===== src/rtl/core/chained_hash_key_table_defines.svh =====
// ----------------------------------------------------------------------------
// chained hash key table assertion macros
// clocked assertion wrappers, compiled out when NO_ASSERTIONS is set
// ----------------------------------------------------------------------------
`ifndef CHAINED_HASH_KEY_TABLE_DEFINES_SVH
`define CHAINED_HASH_KEY_TABLE_DEFINES_SVH

`ifndef NO_ASSERTIONS
`define CHKT_ASSERT(lbl, prop, msg) \
  lbl: assert property (@(posedge clk) disable iff (!rst_n) prop) else $error(msg);
`define CHKT_ASSERT_RST(lbl, prop, msg) \
  lbl: assert property (@(posedge clk) prop) else $error(msg);
`else
`define CHKT_ASSERT(lbl, prop, msg)
`define CHKT_ASSERT_RST(lbl, prop, msg)
`endif

`endif


===== src/rtl/core/chkt_pkg.sv =====
// ----------------------------------------------------------------------------
// chkt_pkg
// shared widths, command and status codes and controller states
// ----------------------------------------------------------------------------
`timescale 1ns / 1ps
`default_nettype none

package chkt_pkg;

  localparam int KEY_W     = 31;
  localparam int CMD_W     = 2;
  localparam int STATUS_W  = 2;
  localparam int BUCKET_W  = 4;
  localparam int SLOT_W    = KEY_W + 1;

  typedef enum logic [CMD_W-1:0] {
    CMD_INSERT = 2'd0,
    CMD_SEARCH = 2'd1,
    CMD_DELETE = 2'd2
  } cmd_t;

  typedef enum logic [STATUS_W-1:0] {
    ST_OK   = 2'd0,
    ST_MISS = 2'd1,
    ST_DUP  = 2'd2,
    ST_FULL = 2'd3
  } status_t;

  typedef enum logic [1:0] {
    S_CLEAR,
    S_IDLE,
    S_HASH,
    S_UPDATE
  } state_t;

endpackage

`default_nettype wire


===== src/rtl/core/chkt_mod.sv =====
// ----------------------------------------------------------------------------
// chkt_mod
// key modulo bucket count by reciprocal multiplication, then a registered remainder step
// ----------------------------------------------------------------------------
`timescale 1ns / 1ps
`default_nettype none
`include "chained_hash_key_table_defines.svh"

module chkt_mod
  import chkt_pkg::*;
#(
  parameter int NUM_BUCKETS = 11
) (
  input  wire logic                           clk,
  input  wire logic                           rst_n,
  input  wire logic                           start,
  input  wire logic [KEY_W-1:0]               key,
  output logic                                done,
  output logic      [$clog2(NUM_BUCKETS)-1:0] rem
);

  localparam int REM_W  = $clog2(NUM_BUCKETS);
  localparam int SHIFT  = KEY_W + REM_W;
  localparam int PROD_W = 2 * KEY_W + 1;
  localparam logic [63:0] SCALE      = 64'd1 << SHIFT;
  localparam logic [63:0] RECIP_FULL = (SCALE + 64'(NUM_BUCKETS) - 64'd1) / 64'(NUM_BUCKETS);
  localparam logic [KEY_W:0] RECIP   = RECIP_FULL[KEY_W:0];
  localparam logic [REM_W-1:0] MOD_LO = REM_W'(NUM_BUCKETS);
  localparam logic [REM_W:0] MODULUS  = (REM_W + 1)'(NUM_BUCKETS);

  logic [PROD_W-1:0] prod;
  logic [REM_W-1:0]  qd;
  logic [REM_W-1:0]  q_lo_r;
  logic [REM_W-1:0]  key_lo_r;
  logic [REM_W-1:0]  rem_r;
  logic              stage_r;
  logic              done_r;

  // quotient is exact for every key below 2**KEY_W
  assign prod = PROD_W'(key) * PROD_W'(RECIP);

  // only the low remainder bits of key - quotient * modulus are needed
  assign qd = q_lo_r * MOD_LO;

  always_ff @(posedge clk) begin
    if (!rst_n) begin
      stage_r <= 1'b0;
      done_r  <= 1'b0;
    end else begin
      stage_r <= start;
      done_r  <= stage_r;
    end
  end

  always_ff @(posedge clk) begin
    if (start) begin
      q_lo_r   <= prod[SHIFT +: REM_W];
      key_lo_r <= key[REM_W-1:0];
    end
    if (stage_r) begin
      rem_r <= key_lo_r - qd;
    end
  end

  assign done = done_r;
  assign rem  = rem_r;

  `CHKT_ASSERT(a_rem_range, done_r |-> ({1'b0, rem_r} < MODULUS), "remainder out of range")
  `CHKT_ASSERT(a_done_after_stage, done_r |-> $past(stage_r), "done without a reduction")
  `CHKT_ASSERT(a_no_restart, stage_r |-> !start, "reduction restarted while busy")

endmodule

`default_nettype wire


===== config.mk =====
export PLATFORM = sky130hd
export DESIGN_NAME = chkt_mod
export DESIGN_NICKNAME = d
export VERILOG_FILES = /design/src/rtl/core/chkt_pkg.sv /design/src/rtl/core/chkt_mod.sv
export VERILOG_INCLUDE_DIRS = /design/src /design/src/rtl/core
export SDC_FILE = /design/constraint.sdc
export NUM_CORES = 1
export LEC_CHECK = 0
export ABC_CLOCK_PERIOD_IN_PS = 7400
export BUFFER_PORTS_ARGS = -buffer_cell sky130_fd_sc_hd__buf_2
export CAP_MARGIN = 20
export CORE_ASPECT_RATIO = 1.1
export CORE_MARGIN = 1.5
export CORE_UTILIZATION = 50
export CTS_CLUSTER_SIZE = 28
export DETAILED_ROUTE_END_ITERATION = 10
export PLACE_DENSITY = 0.69
export SETUP_SLACK_MARGIN = 0.3
export SYNTH_ARGS = -nofsm -noshare
export SYNTH_HDL_FRONTEND = slang
export SYNTH_SLANG_ARGS = --single-unit

===== constraint.sdc =====
create_clock -name clk -period 7.4 [get_ports clk]
set_input_delay 2.22 -clock clk [delete_from_list [all_inputs] [get_ports clk]]
set_output_delay 2.22 -clock clk [all_outputs]
set_load 0.02 [all_outputs]

# After elaboration in Yosys (flattened, before gate mapping)
# Cells that the tools add are included.
[word_totals]
regBits = 14
in_bits = 34
elab_cells = 8
[classes]
add_sub_neg = 1
n_mul = 2
[op_table]
columns = ["cell", "count"]
rows = [
  ["$mul A31 B32 Y39 const B", 1],
  ["$mul A4 B4 Y4 const B", 1],
  ["$sub A4 B4 Y4", 1],
]

# Longest topological paths before layout
[logic_depth]
ltp_word = 2
mapped_depth = 24
ltp_nobuf = 24

# Least setup slack after synthesis
# Ideal clock, no wire load.
[synth_timing]
path_kind = "in2reg"
start = "in key[10]"
end = "reg q_lo_r[1], data pin"
setup_ns = 0.262
arrival_time_ns = 7.456
required_ns = 7.138
path_slack_ns = -0.319
path_stages = 20
cell_sequence = "fa_1 -> fa_1 -> inv_1 -> fa_1 -> inv_1 -> fa_1 -> fa_1 -> fa_1 -> fa_1 -> inv_1 -> fa_1 -> inv_1 -> ha_1 -> a211o_1 -> a21oi_1 -> o21a_1 -> and3b_1 -> a211oi_2 -> a21oi_1 -> xor2_1"
[synth_between]
elab_chain_cells = 1
[synth_rtl]
columns = ["item", "line", "rtl"]
rows = [
  ["start, declared", "chkt_mod.sv:17", "input wire logic [KEY_W-1:0] key,"],
  ["$mul A31 B32 Y39", "chkt_mod.sv:40", "assign prod = PROD_W'(key) * PROD_W'(RECIP);"],
  ["net prod[36]", "chkt_mod.sv:31", "logic [PROD_W-1:0] prod;"],
  ["end signal, assigned", "chkt_mod.sv:57", "q_lo_r <= prod[SHIFT +: REM_W];"],
  ["end, declared", "chkt_mod.sv:33", "logic [REM_W-1:0] q_lo_r;"],
]
# The timed path passes the listed nets, and every way through them passes these cells.
# A chain may end at the register's enable or synchronous reset.

# Final worst setup path
[layout_timing]
start = "in key[5]"
end = "reg q_lo_r[3], data pin"
# The elaborated chain is that of the path after synthesis.

==> results_dict.tcl <==
set metrics [dict create \
    status "complete, but fails checks" \
    fp.dieW_um 136.9 \
    worst_slew_pin_slew_ns 0.4459 \
    register_area_um2 400.4 \
    wl_per_cell_um 17.14 \
    cts_max_level 1 \
    worstPathRequired_ns 7.40 \
    drive_gt1_share_pct 23.25 \
    ys_types 39 \
    worst-setup-path-type "in2reg" \
    syn_area_per_cell_um2 10.35 \
    dp_hpwl_mm 22.72 \
    cts_buffer_depth 2 \
    cts_tree "done" \
    setup_slack_ns -0.3756 \
    num_rows 53 \
    nFillCells 1553 \
    layout_commonest_cell "inv_1" \
    fin_util_pct 62.52 \
    violations "setup timing" \
    diodes 0 \
    gp_congestion 0.9432 \
    grt_pass1_wl_mm 38.32 \
    final_max_slew_viol_count 0 \
    finalHoldViolCount 0 \
    ant_nets 0 \
    die_area_mm2 0.02056 \
    grt_overflow 0 \
    antenna_found_initial 0 \
    ctsRootBufferMaster "clkbuf_16" \
    syn-num-nets 1430 \
    drc 0 \
    yosys_warnings 0 \
    arrival_ns 7.77 \
    finalCritPeriodShare_pct 105.1 \
    drv_cap 0 \
    mostFrequentLayoutCells "327 x inv_1, 209 x fa_1, 204 x ha_1, 164 x buf_4, 31 x buf_2" \
    area.growth.synth_to_final_pct 22.00 \
    max-slew-margin-rel_pct 70.07 \
    hp-class "reg2reg" \
    finalSetupViolCount 4 \
    ctsHoldBuffers 0 \
    syn_area_mm2 0.009854 \
    grt_start_max_net_pins 10 \
    skew_ns 0.002497 \
    timing.fmax_ghz 0.1286 \
    rsz0062_at_grt "yes" \
    multi_input_area_mm2 0.008472 \
    path_clk_slew_ns 0.05 \
    grt_usage_pct 24.80 \
    crit_fanout 3 \
    core-area_mm2 0.01923 \
    cts_buffers 3 \
    finalNetCount 1636 \
    io_pins 39 \
    numPortBuffers 38 \
    ys_ff_latch 14 \
    clock-sinks 14 \
    netlist_instances 952 \
    crit_path_start_kind "primary input" \
    fin_crit_ns 7.776 \
    vias 6873 \
    drt_first_pass_iters 4 \
    dieHeight_um 150.2 \
    grt_pass1_vias 7724 \
    via_per_inst 4.895 \
    endpoint_kind "register" \
    clk_latency_ns 0.24 \
    wl_mm 24.07 \
    drt_iter0_markers 213 \
    ys_seq_area_share_pct 4.063 \
    initial_core_util_pct 51.24 \
]
==> path summary, 6_finish.rpt <==
path / from / to / slack, ns / cells past startpoint
setup reg to reg: q_lo_r[0]$_DFFE_PP_ / rem[3]$_DFFE_PP_ / 5.13 / 8
setup / recovery: key[5] / q_lo_r[3]$_DFFE_PP_ / -0.38 / 20
hold reg to reg: stage_r$_SDFF_PN0_ / rem[1]$_DFFE_PP_ / 0.53 / 0
hold / removal: stage_r$_SDFF_PN0_ / rem[1]$_DFFE_PP_ / 0.53 / 0
==> Yosys cell counts (all sizes together) <==
cell       n  area (um2)
a21boi     2       15.02
a21oi     17       85.08
a211oi     4       35.03
o21bai     1       7.510
a31oi      1       6.260
nand3      7       35.03
nor2b      1       6.260
a311oi     1       8.760
and3       1       6.260
a211o      2       17.52
o2111ai    1       8.760
a2111oi    1       15.01
a21o       8       61.31
o22ai      1       6.260
nor3       4       20.02
xor2       9       78.83
xnor2     23       201.4
o211ai     1       7.510
and2       4       25.02
dfxtp      2       40.04
o21ai     15       75.07
and4       1       8.760
and3b      1       8.760
nand4      4       25.02
ha       223        2790
inv      346        1299
nor2      16       60.06
nand2b     2       12.51
or2        1       6.260
nor4       3       18.77
or3        1       6.260
o21a       3       22.52
nand2     11       41.29
edfxtp    12       360.4
o31a       1       8.760
fa       221        4424
==> metal layers <==
layer / part of all wire (%) / vias to the layer above / wire length, um / GRT usage, %
met5: 0 / - / 0 / 0
met4: 3.0 / 0 / 714 / 7.000
met3: 4.5 / 38 / 1077 / 2.458
met2: 51 / 140 / 12250 / 43.52
met1: 42 / 3439 / 10030 / 32.65
li1: - / 3256 / - / -
==> critical path, cell delays in order <==
cell,delay [ns]
buf_6,0.10
fa_1,0.53
ha_4,0.30
inv_2,0.03
fa_1,0.47
inv_1,0.05
fa_2,0.57
fa_1,0.45
fa_2,0.44
fa_1,0.53
inv_2,0.05
fa_1,0.54
inv_2,0.05
ha_4,0.26
nand4_1,0.19
a2111oi_4,0.42
a21boi_4,0.26
a21oi_4,0.08
o21bai_1,0.16
xnor2_1,0.08
==> cells by family after synthesis <==
kind of cell    after synthesis  synth area share, %
compound gates               59                3.860
xor+xnor                     32                2.844
fa+ha+maj                   444                73.21
flops                        14                4.063
simple gates                 57                2.844
buf+inv                     346                13.18
==> flip-flops by register name (all words and copies together) (netlist names) <==
name      count
done          1
stage_r       1
key_lo_r      4
q_lo_r        4
rem           4
==> through the flow <==
step	instance area [um2]	hold slack, ns	instances	TNS [ns]	setup slack (ns)
final	12020	0.5319	1404	-1.392	-0.3756
after global placement	11640	0.5138	1394	-2.584	-0.7320
after CTS	11860	0.5416	1401	-1.393	-0.3703
after floorplan	9961	0.5046	952	-0.9844	-0.2622
after detailed placement	11640	0.5311	1394	-2.828	-0.7987
after global routing	12020	0.5454	1404	-1.894	-0.5314
==> final cells by class <==
| type | count | share of cell area, % |
|---|---|---|
| sequential | 14 | 3.330 |
| tap | 247 | 2.570 |
| clock buffer | 4 | 0.7389 |
| timing repair buffer | 201 | 12.09 |
| multi-input combinational | 592 | 70.47 |
| inverter | 346 | 10.80 |
==> timing repair <==
item / 4_1_cts / 5_1_grt
pin swaps: 52 / 29
setup buffers: 3 / 3
endpoints found under the setup margin: 4 / 4
resized for setup: 30 / 36
Power is left out: the tool's default activity adds up to more than one toggle a clock period on the data nets, which glitch-free logic cannot reach.
