--- config.mk ---
export PLATFORM = sky130hd
export DESIGN_NAME = chkt_ram
export DESIGN_NICKNAME = d
export VERILOG_FILES = /design/src/rtl/core/chained_hash_key_table_defines.svh /design/src/rtl/core/chkt_ram.sv
export SDC_FILE = /design/constraint.sdc
export NUM_CORES = 1
export LEC_CHECK = 0
export BUFFER_PORTS_ARGS = -buffer_cell sky130_fd_sc_hd__buf_2
export CORE_UTILIZATION = 60
export CTS_CLUSTER_SIZE = 24
export DETAILED_ROUTE_END_ITERATION = 10
export PLACE_DENSITY = 0.89
export SLEW_MARGIN = 20
export SYNTH_ARGS = -nofsm -noshare
export SYNTH_HDL_FRONTEND = slang
export SYNTH_SLANG_ARGS = --single-unit
--- constraint.sdc ---
create_clock -name clk -period 5.1 [get_ports clk]
set_input_delay 0.51 -clock clk [delete_from_list [all_inputs] [get_ports clk]]
set_output_delay 0.51 -clock clk [all_outputs]
set_load 0.05 [all_outputs]
--- src/rtl/core/chained_hash_key_table_defines.svh ---
// ----------------------------------------------------------------------------
// chained hash key table assertion macros
// clocked assertion wrappers, compiled out when NO_ASSERTIONS is set
// ----------------------------------------------------------------------------
`ifndef CHAINED_HASH_KEY_TABLE_DEFINES_SVH
`define CHAINED_HASH_KEY_TABLE_DEFINES_SVH

`ifndef NO_ASSERTIONS
`define CHKT_ASSERT(lbl, prop, msg) \
  lbl: assert property (@(posedge clk) disable iff (!rst_n) prop) else $error(msg);
`define CHKT_ASSERT_RST(lbl, prop, msg) \
  lbl: assert property (@(posedge clk) prop) else $error(msg);
`else
`define CHKT_ASSERT(lbl, prop, msg)
`define CHKT_ASSERT_RST(lbl, prop, msg)
`endif

`endif

--- src/rtl/core/chkt_ram.sv ---
// ----------------------------------------------------------------------------
// chkt_ram
// generic single write port, single read port ram with registered read
// ----------------------------------------------------------------------------
`timescale 1ns / 1ps
`default_nettype none

module chkt_ram #(
  parameter int WIDTH = 32,
  parameter int DEPTH = 16
) (
  input  wire logic                     clk,
  input  wire logic                     we,
  input  wire logic [$clog2(DEPTH)-1:0] waddr,
  input  wire logic [WIDTH-1:0]         wdata,
  input  wire logic [$clog2(DEPTH)-1:0] raddr,
  output logic      [WIDTH-1:0]         rdata
);

  logic [WIDTH-1:0] mem [DEPTH];

  always_ff @(posedge clk) begin
    if (we) begin
      mem[waddr] <= wdata;
    end
    rdata <= mem[raddr];
  end

endmodule

`default_nettype wire

Word-level counts from Yosys, hierarchy flattened

Memory sizes are Yosys's and may differ from the RTL's. A register that Yosys moved wholly into a read port is not among the register bits.
Index checks and enable logic that the tools add are counted.

Mux-type cells: 2

Operators by type and width:

| kind              | number |
|---|---|
| two-way mux 1 bit | 2 |

Flip-flop bits (word level): 0
Bits in writable memories: 512
Output and inout bits: 32
Word-level logic and storage cells: 3
Memories kept: 1

Memories:

| memory | words | width | rd ports | clocked after memory_dff | wr ports | line           | text |
|---|---|---|---|---|---|---|---|
| mem    | 16    | 32    | 1        | 1                        | 1        | chkt_ram.sv:20 | `logic [WIDTH-1:0] mem [DEPTH];` |

Depth between registers and ports, before layout

Gate-level depths: netlist of run 1.

Depth after elaboration: 2
Depth in mapped cells: 5
Mapped depth without buffers: 3

Least setup slack after synthesis of run 1

Ideal clock, no wire load.

Path kind: input to register
From: input port waddr[2]
To: memory mem[0][0], enable pin
Setup time: 0.461 ns
Data arrival time: 3.228 ns
Slack: 1.410 ns
Stages: 2
Buffers on the path: 0
Path through: or3b_2 -> nor3_1

RTL lines:

| item            | line           | text |
|---|---|---|
| start, declared | chkt_ram.sv:14 | `input wire logic [$clog2(DEPTH)-1:0] waddr,` |
| end, declared   | chkt_ram.sv:20 |  |

Straight into the memory's write port.

Worst setup path in the final report of run 1

From: input port waddr[3]
To: memory mem[12][27], enable pin

Straight into the memory's write port.

==> results of run 1 <==
## registers in the layout, indices dropped and copies added (netlist names)
register  cells
mem         512
rdata        32
## metrics by stage
stage | area, sq um | util, % | total power, uW | std cells | hold slack (ps)
2_1_floorplan | 19900 | - | 5460 | 838 | 609
3_3_place_gp | 20900 | 64.1 | 5620 | 1331 | 649
3_5_place_dp | 20900 | 64.3 | 5660 | 1333 | 657
4_1_cts | 22600 | 69.3 | 9340 | 1424 | 298
5_1_grt | 22600 | 69.4 | 9530 | 1427 | 300
6_report | 22600 | 69.5 | 9320 | 1429 | 316
## report_power, final
group          switching [uW]  internal [uW]  total [uW]
Clock                    1560           2170        3740
Sequential               40.8           5000        5040
Combinational             362            182         544
## cells by family (layout without fill, tap and decap cells)
logic type | after synthesis | after routing | synth area share, %
DFF | 544 | 544 | 80.7
buffers and inverters | 43 | 188 | 1.12
and+or+nand+nor | 59 | 59 | 1.27
muxes | 128 | 128 | 14.5
other | 0 | 4 | 0
AOI/OAI and AO/OA | 64 | 64 | 2.42
## synthesized netlist by cell type
cell and count:
edfxtp_1 512, mux4_2 128, a22oi_1 64, nand2_1 33, dfxtp_1 32, clkbuf_1 17
nor2_1 13, buf_4 11, buf_1 9, buf_2 4, nor3_1 4, buf_6 2
nand2b_1 2, nand3b_1 2, nor2b_1 2, and2_1 1, nand3_1 1, or3b_2 1
## worst max-delay path by stage
stage                   to  slack, ps  cells after the start
2_1_floorplan    mem[0][0]       1410                      2
3_3_place_gp    mem[0][17]       2230                      4
3_5_place_dp     rdata[31]       2240                      5
4_1_cts           rdata[9]       2800                      5
5_1_grt           rdata[9]       2670                      5
6_report       mem[12][27]       2850                      4
## metal layers
metal | up-vias | wire [um] | track usage, % | share of wire, %
met4 | 2 | 1620 | 11.8 | 3.6
met1 | 4980 | 15600 | 35.0 | 35
met5 | - | 12 | 0 | 0.027
met3 | 123 | 4270 | 5.53 | 9.5
li1 | 3786 | - | - | -
met2 | 694 | 23600 | 46.7 | 52
## area by class of cell
type                    count  share of cell area (%)
flip-flops and latches    544                    70.9
clock inverters            21                    1.00
multi-input cells         251                    16.6
diodes                      4                  0.0443
repair buffers             97                    2.79
well taps                 442                    2.45
clock buffers              70                    6.23
==> results.sh, run 1 <==
export IMPL_core_area_sq_um=32500
export IMPL_ff_latch_area_sq_um=16000
export IMPL_arrival_ps=2440
export IMPL_multiInputGateArea_sq_um=3760
export IMPL_finClkSkew_ps=29.6
export IMPL_ys_ff_latch=544
export IMPL_die_area_sq_um=33800
export IMPL_cts_setup_buffers=0
export IMPL_timing_final_ws_setup_ps=2850
export IMPL_fmaxAchievable_ghz=0.444
export IMPL_r2r_end="rdata[22]"
export IMPL_hp_start="wdata[10]"
export IMPL_drive_above_1_share_pct=32.3
export IMPL_wirelength_um=45200
export IMPL_grt_pass1_vias=10098
export IMPL_clk_latency_ps=560
export IMPL_cp_startpoint="waddr[3]"
export IMPL_crit_fanout=24
export IMPL_max_slew_margin_rel_pct=28.3
export IMPL_synth_top_area_share_pct=77.4
export IMPL_cts_tree="yes"
export IMPL_status="finished, final reports clean"
export IMPL_irDropWorstVdd_mv=0.230
export IMPL_crit_type="in2reg"
export IMPL_cp_start_kind="input pin"
export IMPL_dp_hpwl_um=22600
export IMPL_wl_per_cell_um=31.6
export IMPL_via_per_inst=6.71
export IMPL_final_setup_tns_ps=0
export IMPL_start_util_pct=61.0
export IMPL_grt_pass1_wl_um=65200
export IMPL_yosys_cell_types_count=18
export IMPL_worstMarginPinSlew_ps=1070
export IMPL_grt_max_degree=83
export IMPL_yosysWarnings=0
export IMPL_syn_nets=880
export IMPL_place_congestion=0.711
export IMPL_drt_iter0_drc=1159
export IMPL_cp_buffers_inverters=2
export IMPL_final_cell_mix="512 x edfxtp_1, 128 x mux4_2, 71 x buf_2, 64 x a22oi_1, 51 x clkbuf_16"
export IMPL_hold_end="mem[12][10]"
export IMPL_hp_class="in2reg"
export IMPL_hold_path_depth=1
export IMPL_nFillCells=1830
export IMPL_rows=66
export IMPL_period_needed_ps=2250
export IMPL_leakage_uw=0.00729
export IMPL_finalSetupViolations=0
export IMPL_drc=0
export IMPL_synthTopCellsByArea="edfxtp_1 77%, mux4_2 15%, dfxtp_1 3.2%, a22oi_1 2.4%, nand2_1 0.62%"
export IMPL_yosysSeqAreaShare_pct=80.7
export IMPL_ctsHtreeMaxLevel=2
export IMPL_die_w_um=184
export IMPL_drv_slew=0
export IMPL_antenna_found_initial=4
export IMPL_reg2reg_from="mem[11][22]"
export IMPL_path_delay_family="simple AND/OR/NAND/NOR gates"
export IMPL_grt_overflow=0
export IMPL_worstSetupEndpointType="flop"
export IMPL_max_stage_delay_ps=910
export IMPL_crit_chain="buf_2 -> nand3_1 -> nor3_2 -> buf_4"
export IMPL_clock_sinks=544
export IMPL_port_buffers=73
export IMPL_cts_buffers_inserted=49
export IMPL_synth_top_area_cell="edfxtp_1"
export IMPL_rsz0062_at_grt="false"
export IMPL_vias=9585
export IMPL_critPathRequiredTime_ps=5290
export IMPL_pre_cts_ws_ps=2240
export IMPL_cts_hold_buf=0
export IMPL_nets=985
export IMPL_synth_area_sq_um=19900
export IMPL_areaGrowthSynthToFinish_pct=13.8
export IMPL_ctsResizeCount=0
export IMPL_drtPass1Iterations=5
export IMPL_hold_viol=0
export IMPL_fp_dieH_um=184
export IMPL_drv_cap=0
export IMPL_clkTransAtPathRegs_ps=70
export IMPL_crit_slowest_cell="nor3_2"
export IMPL_clk_path_buf_depth=3
export IMPL_root_buffer="clkbuf_16"
export IMPL_final_common_cell="edfxtp_1"
export IMPL_syn_area_per_cell_sq_um=23.7
export IMPL_reg2reg_setup_slack_ps=3640
export IMPL_powerDensity_nw_per_um2=412
export IMPL_io_pins=74
export IMPL_r2r_cells=3
export IMPL_final_antenna_net_count=0
export IMPL_gr_usage_all_layers_pct=27.6
export IMPL_syn_inst=838
export IMPL_fin_crit_sh_pct=44.1
Power figures use the tool's default switching activity.
==> run 2, diff against run 1 <==
Settings changed: CORE_UTILIZATION 60 to 55, PLACE_DENSITY 0.89 to 0.86.
Clock period 5.1 ns to 2 ns, I/O delays scaled along.
==> run 2 against run 1 <==
Sequential share of layout area fell by 1.6 points. Critical path depth fell by 3. Clock power rose to 2.6 times the previous value.
==> results.sh, run 2 (same netlist as run 1, synthesis figures left out) <==
export IMPL_final_antenna_net_count=0
export IMPL_grt_pass1_wl_um=63900
export IMPL_hold_viol=0
export IMPL_leakage_uw=0.00747
export IMPL_critPathRequiredTime_ps=1800
export IMPL_largest_reg_flops=512
export IMPL_wirelength_um=44100
export IMPL_hold_end="mem[7][1]"
export IMPL_finalSetupViolations=0
export IMPL_nets=1007
export IMPL_hp_start="wdata[1]"
export IMPL_final_setup_tns_ps=0
export IMPL_crit_chain="buf_2"
export IMPL_die_area_sq_um=36900
export IMPL_placed_cells=1363
export IMPL_path_delay_family="flip-flops"
export IMPL_powerDensity_nw_per_um2=1040
export IMPL_fmaxAchievable_ghz=0.679
export IMPL_ctsHtreeMaxLevel=2
export IMPL_finClkSkew_ps=21.6
export IMPL_grt_max_degree=33
export IMPL_final_core_util_pct=65.0
export IMPL_vias=9472
export IMPL_clk_path_buf_depth=3
export IMPL_antenna_found_initial=1
export IMPL_drive_above_1_share_pct=32.8
export IMPL_use_met1_pct=33.0
export IMPL_rows=69
export IMPL_drv_cap=0
export IMPL_pre_cts_ws_ps=232
export IMPL_cts_buffers_inserted=50
export IMPL_cp_buffers_inverters=1
export IMPL_fin_cells=1469
export IMPL_cp_start_kind="flop"
export IMPL_rsz0062_at_grt="false"
export IMPL_worstSetupEndpointType="output port"
export IMPL_place_congestion=0.730
export IMPL_die_w_um=192
export IMPL_reg2reg_setup_slack_ps=610
export IMPL_grt_overflow=0
export IMPL_crit_fanout=1
export IMPL_grt_pass1_vias=10062
export IMPL_reg_top3="mem x512, rdata x32"
export IMPL_hp_class="in2reg"
export IMPL_status="finished, final reports clean"
export IMPL_drc=0
export IMPL_grt_util_met3_pct=4.37
export IMPL_final_cell_mix="512 x edfxtp_1, 128 x mux4_2, 71 x buf_2, 64 x a22oi_1, 53 x clkbuf_16"
export IMPL_cts_tree="yes"
export IMPL_drtPass1Iterations=5
export IMPL_nFillCells=2213
export IMPL_fp_dieH_um=192
export IMPL_areaGrowthSynthToFinish_pct=16.5
export IMPL_timing_final_ws_setup_ps=528
export IMPL_drt_iter0_drc=1147
export IMPL_start_util_pct=55.8
export IMPL_period_needed_ps=1470
export IMPL_wl_per_cell_um=30.0
export IMPL_clkTransAtPathRegs_ps=70
export IMPL_reg2reg_from="mem[3][22]"
export IMPL_top_register="mem"
export IMPL_core_area_sq_um=35600
export IMPL_gr_usage_all_layers_pct=24.7
export IMPL_via_per_inst=6.45
export IMPL_port_buffers=73
export IMPL_crit_slowest_cell="dfxtp_1"
export IMPL_worstMarginPinSlew_ps=451
export IMPL_met2_usage_pct=40.9
export IMPL_irDropWorstVdd_mv=0.741
export IMPL_final_common_cell="edfxtp_1"
export IMPL_io_pins=74
export IMPL_ctsResizeCount=0
export IMPL_hold_path_depth=1
export IMPL_holdWs_ps=15.1
export IMPL_busiest_layer="met2"
export IMPL_clock_sinks=544
export IMPL_drv_slew=0
export IMPL_fin_crit_sh_pct=73.6
export IMPL_r2r_end="rdata[22]"
export IMPL_r2r_cells=3
export IMPL_dp_hpwl_um=21800
export IMPL_root_buffer="clkbuf_16"
export IMPL_max_stage_delay_ps=410
export IMPL_max_slew_margin_rel_pct=69.8
export IMPL_clk_latency_ps=570
export IMPL_arrival_ps=1270
export IMPL_crit_type="reg2out"
run 2: timing repair:
action                                 CTS  global route
hold buffers                            11             0
endpoints found under the hold margin   69             0
setup buffers                            0             0
run 2: worst max-delay path by stage:
stage / startpoint / end / slack [ps] / cells after the start
after floorplan: waddr[2] / mem[1][0] / -510 / 2
after global routing: rdata[22] / rdata[22] / 520 / 1
final: rdata[22] / rdata[22] / 530 / 1
after CTS: rdata[22] / rdata[22] / 530 / 1
after global placement: raddr[0] / rdata[27] / 300 / 5
after detailed placement: raddr[0] / rdata[22] / 230 / 5
run 2: routing by layer:
layer  wire [um]  share of wire (%)
met2       22500                 51
met3        4380                9.9
met5           0                  0
met1       15800                 36
met4        1410                3.2
run 2: layout make-up:
type	instances	area, sq um	area share [%]
Tap cell	461	577	2.49
Timing Repair Buffer	118	1050	4.56
Multi-Input combinational cell	251	3770	16.3
Clock inverter	19	219	0.947
Antenna cell	1	2.50	0.0108
Clock buffer	75	1480	6.40
Sequential cell	544	16000	69.3
run 2: report_power, final:
part	total (uW)	switching (uW)	internal, uW
sequential	12800	104	12700
combinational	1440	928	514
clock	9740	3980	5750
total	24000	5020	19000
run 2: stage by stage:
stage | total power [uW] | area [sq um]
global placement | 14400 | 21300
detailed placement | 14500 | 21300
global route | 24600 | 23100
CTS | 24100 | 23100
finish | 24000 | 23100
floorplan | 13900 | 19900
==> run 3, diff against run 2 <==
Settings changed: CORE_UTILIZATION 55 to 60, PLACE_DENSITY 0.86 to 0.89.
Clock period 2 ns to 1.4 ns, I/O delays scaled along.
==> run 3 against run 2 <==
The run now ends with setup timing left. Combinational power grew 62%. Clock-buffer cell count shrank 7. Total power grew 47%. First-iteration DRC count grew 8.2%. Register-to-register slack lost 620 ps. Sequential cell count is the same. Clock skew grew 4.5 ps. Hold slack gained 200 ps. Die area shrank 8.2%. Global-route usage grew 4.5 points. Utilization grew 9.2 points. Sequential share of layout area shrank 2.9 points. Largest power group unchanged.
==> results.sh, run 3 (same netlist as run 1, synthesis figures left out) <==
export IMPL_status="finished with violations"
export IMPL_violations="setup timing"
export IMPL_wirelength_um=47400
export IMPL_die_w_um=184
export IMPL_final_common_cell="edfxtp_1"
export IMPL_hold_viol=0
export IMPL_areaGrowthSynthToFinish_pct=21.6
export IMPL_final_cell_mix="512 x edfxtp_1, 128 x mux4_2, 69 x buf_2, 54 x a22oi_1, 51 x clkbuf_16"
export IMPL_crit_type="reg2reg"
export IMPL_cts_setup_buffers=0
export IMPL_finalSetupViolations=2
export IMPL_port_buffers=73
export IMPL_rsz0062_at_grt="true"
export IMPL_cts_tree="yes"
export IMPL_final_core_util_pct=74.2
export IMPL_clock_sinks=544
export IMPL_antenna_found_initial=1
export IMPL_nets=1079
export IMPL_drtPass1Iterations=6
export IMPL_root_buffer="clkbuf_16"
export IMPL_max_stage_delay_ps=530
export IMPL_irDropWorstVdd_mv=1.49
export IMPL_arrival_ps=1850
export IMPL_timing_final_ws_setup_ps=-9.44
export IMPL_cts_buffers_inserted=50
export IMPL_crit_chain="mux4_2 -> a22oi_2 -> nand2_1"
export IMPL_top_register="mem"
export IMPL_core_area_sq_um=32500
export IMPL_drv_slew=0
export IMPL_cp_start_kind="flop"
export IMPL_wl_per_cell_um=31.1
export IMPL_ff_latch_area_sq_um=16000
export IMPL_clk_path_buf_depth=3
export IMPL_worstSetupEndpointType="flop"
export IMPL_start_util_pct=61.0
export IMPL_fin_crit_sh_pct=101
export IMPL_hp_start="waddr[3]"
export IMPL_reg_top3="mem x512, rdata x32"
export IMPL_clk_latency_ps=580
export IMPL_stdcell_area_sq_um=24100
export IMPL_finClkSkew_ps=26.1
export IMPL_worstMarginPinSlew_ps=1180
export IMPL_grt_pass1_wl_um=69500
export IMPL_io_pins=74
export IMPL_crit_slowest_cell="mux4_2"
export IMPL_reg2reg_from="mem[0][20]"
export IMPL_dp_hpwl_um=25400
export IMPL_grt_max_degree=33
export IMPL_drt_iter0_drc=1241
export IMPL_grt_overflow=0
export IMPL_die_area_sq_um=33800
export IMPL_max_slew_margin_rel_pct=20.8
export IMPL_grt_pass1_vias=10636
export IMPL_critPathRequiredTime_ps=1840
export IMPL_hp_class="in2reg"
export IMPL_gr_usage_all_layers_pct=29.2
export IMPL_ctsHtreeMaxLevel=2
export IMPL_fp_dieH_um=184
export IMPL_crit_fanout=1
export IMPL_cp_startpoint="mem[0][20]"
export IMPL_largest_reg_flops=512
export IMPL_postPlaceCellArea_sq_um=22000
export IMPL_final_antenna_net_count=0
export IMPL_drv_cap=0
export IMPL_clkTransAtPathRegs_ps=70
export IMPL_period_needed_ps=1410
export IMPL_vias=10021
export IMPL_leakage_uw=0.00797
export IMPL_drc=0
export IMPL_via_per_inst=6.58
export IMPL_drive_above_1_share_pct=36.8
export IMPL_fmaxAchievable_ghz=0.710
export IMPL_multiInputGateArea_sq_um=3840
export IMPL_powerDensity_nw_per_um2=1470
export IMPL_nFillCells=1669
export IMPL_place_congestion=0.728
export IMPL_rows=66
run 3: cell types whose count changed in the layout (fill, tap and decap cells not counted), sizes merged:
cell	before	now
buf	106	156
bufinv	5	9
clkbuf	76	70
clkinv	12	15
clkinvlp	2	0
diode	1	2
dlygate4sd3	11	32
inv	0	2
run 3: metal layers:
metal | vias up | wire, um | track usage [%]
met2 | 669 | 24400 | 49.2
met3 | 148 | 4210 | 5.43
met1 | 5226 | 16700 | 37.1
met4 | 0 | 2120 | 14.1
li1 | 3978 | - | -
met5 | - | 0 | 0
run 3: what timing repair did:
| action | CTS | global route |
|---|---|---|
| gates resized for setup | 6 | 6 |
| pin swaps | 2 | 2 |
| setup endpoints to repair | 6 | 9 |
| hold endpoints to repair | 512 | 0 |
| hold buffers | 32 | 0 |
run 3: where the power goes:
group          switching (uW)  internal, uW
clock                    5940          8750
sequential                157         18200
combinational            1420           919
total                    7520         27900
run 3: per-stage QoR:
step	total power [uW]	setup TNS [ps]	std cells	setup WS [ps]	hold slack, ps
final	35400	-10.7	1523	-9.44	212
after global routing	36100	-29.5	1522	-10.7	225
after CTS	35400	0	1521	1.00	199
after detailed placement	20900	-26060	1395	-309	523
after global placement	20700	-16740	1395	-203	501
after floorplan	19900	-65900	838	-449	239
run 3: layout make-up:
type / instances / share of cell area, %
Antenna cell: 2 / 0.0207
Clock buffer: 68 / 5.84
Clock inverter: 26 / 1.52
Multi-Input combinational cell: 251 / 15.9
Sequential cell: 544 / 66.3
Tap cell: 442 / 2.29
Timing Repair Buffer: 190 / 8.09
run 3: worst max-delay path: cells and delay by family (launching register included):
family,cells,cell delay (ps)
AO/OA/AOI/OAI,1,230
flip-flops,1,440
AND/OR/NAND/NOR,1,90
multiplexers,1,530
run 3: final timing paths:
| kind | cells past startpoint | end | slack (ps) |
|---|---|---|---|
| hold / removal | 4 | mem[12][1] | 210 |
| hold reg to reg | 3 | rdata[7] | 680 |
| setup / recovery | 3 | rdata[20] | -9 |
| setup reg to reg | 3 | rdata[20] | -9 |
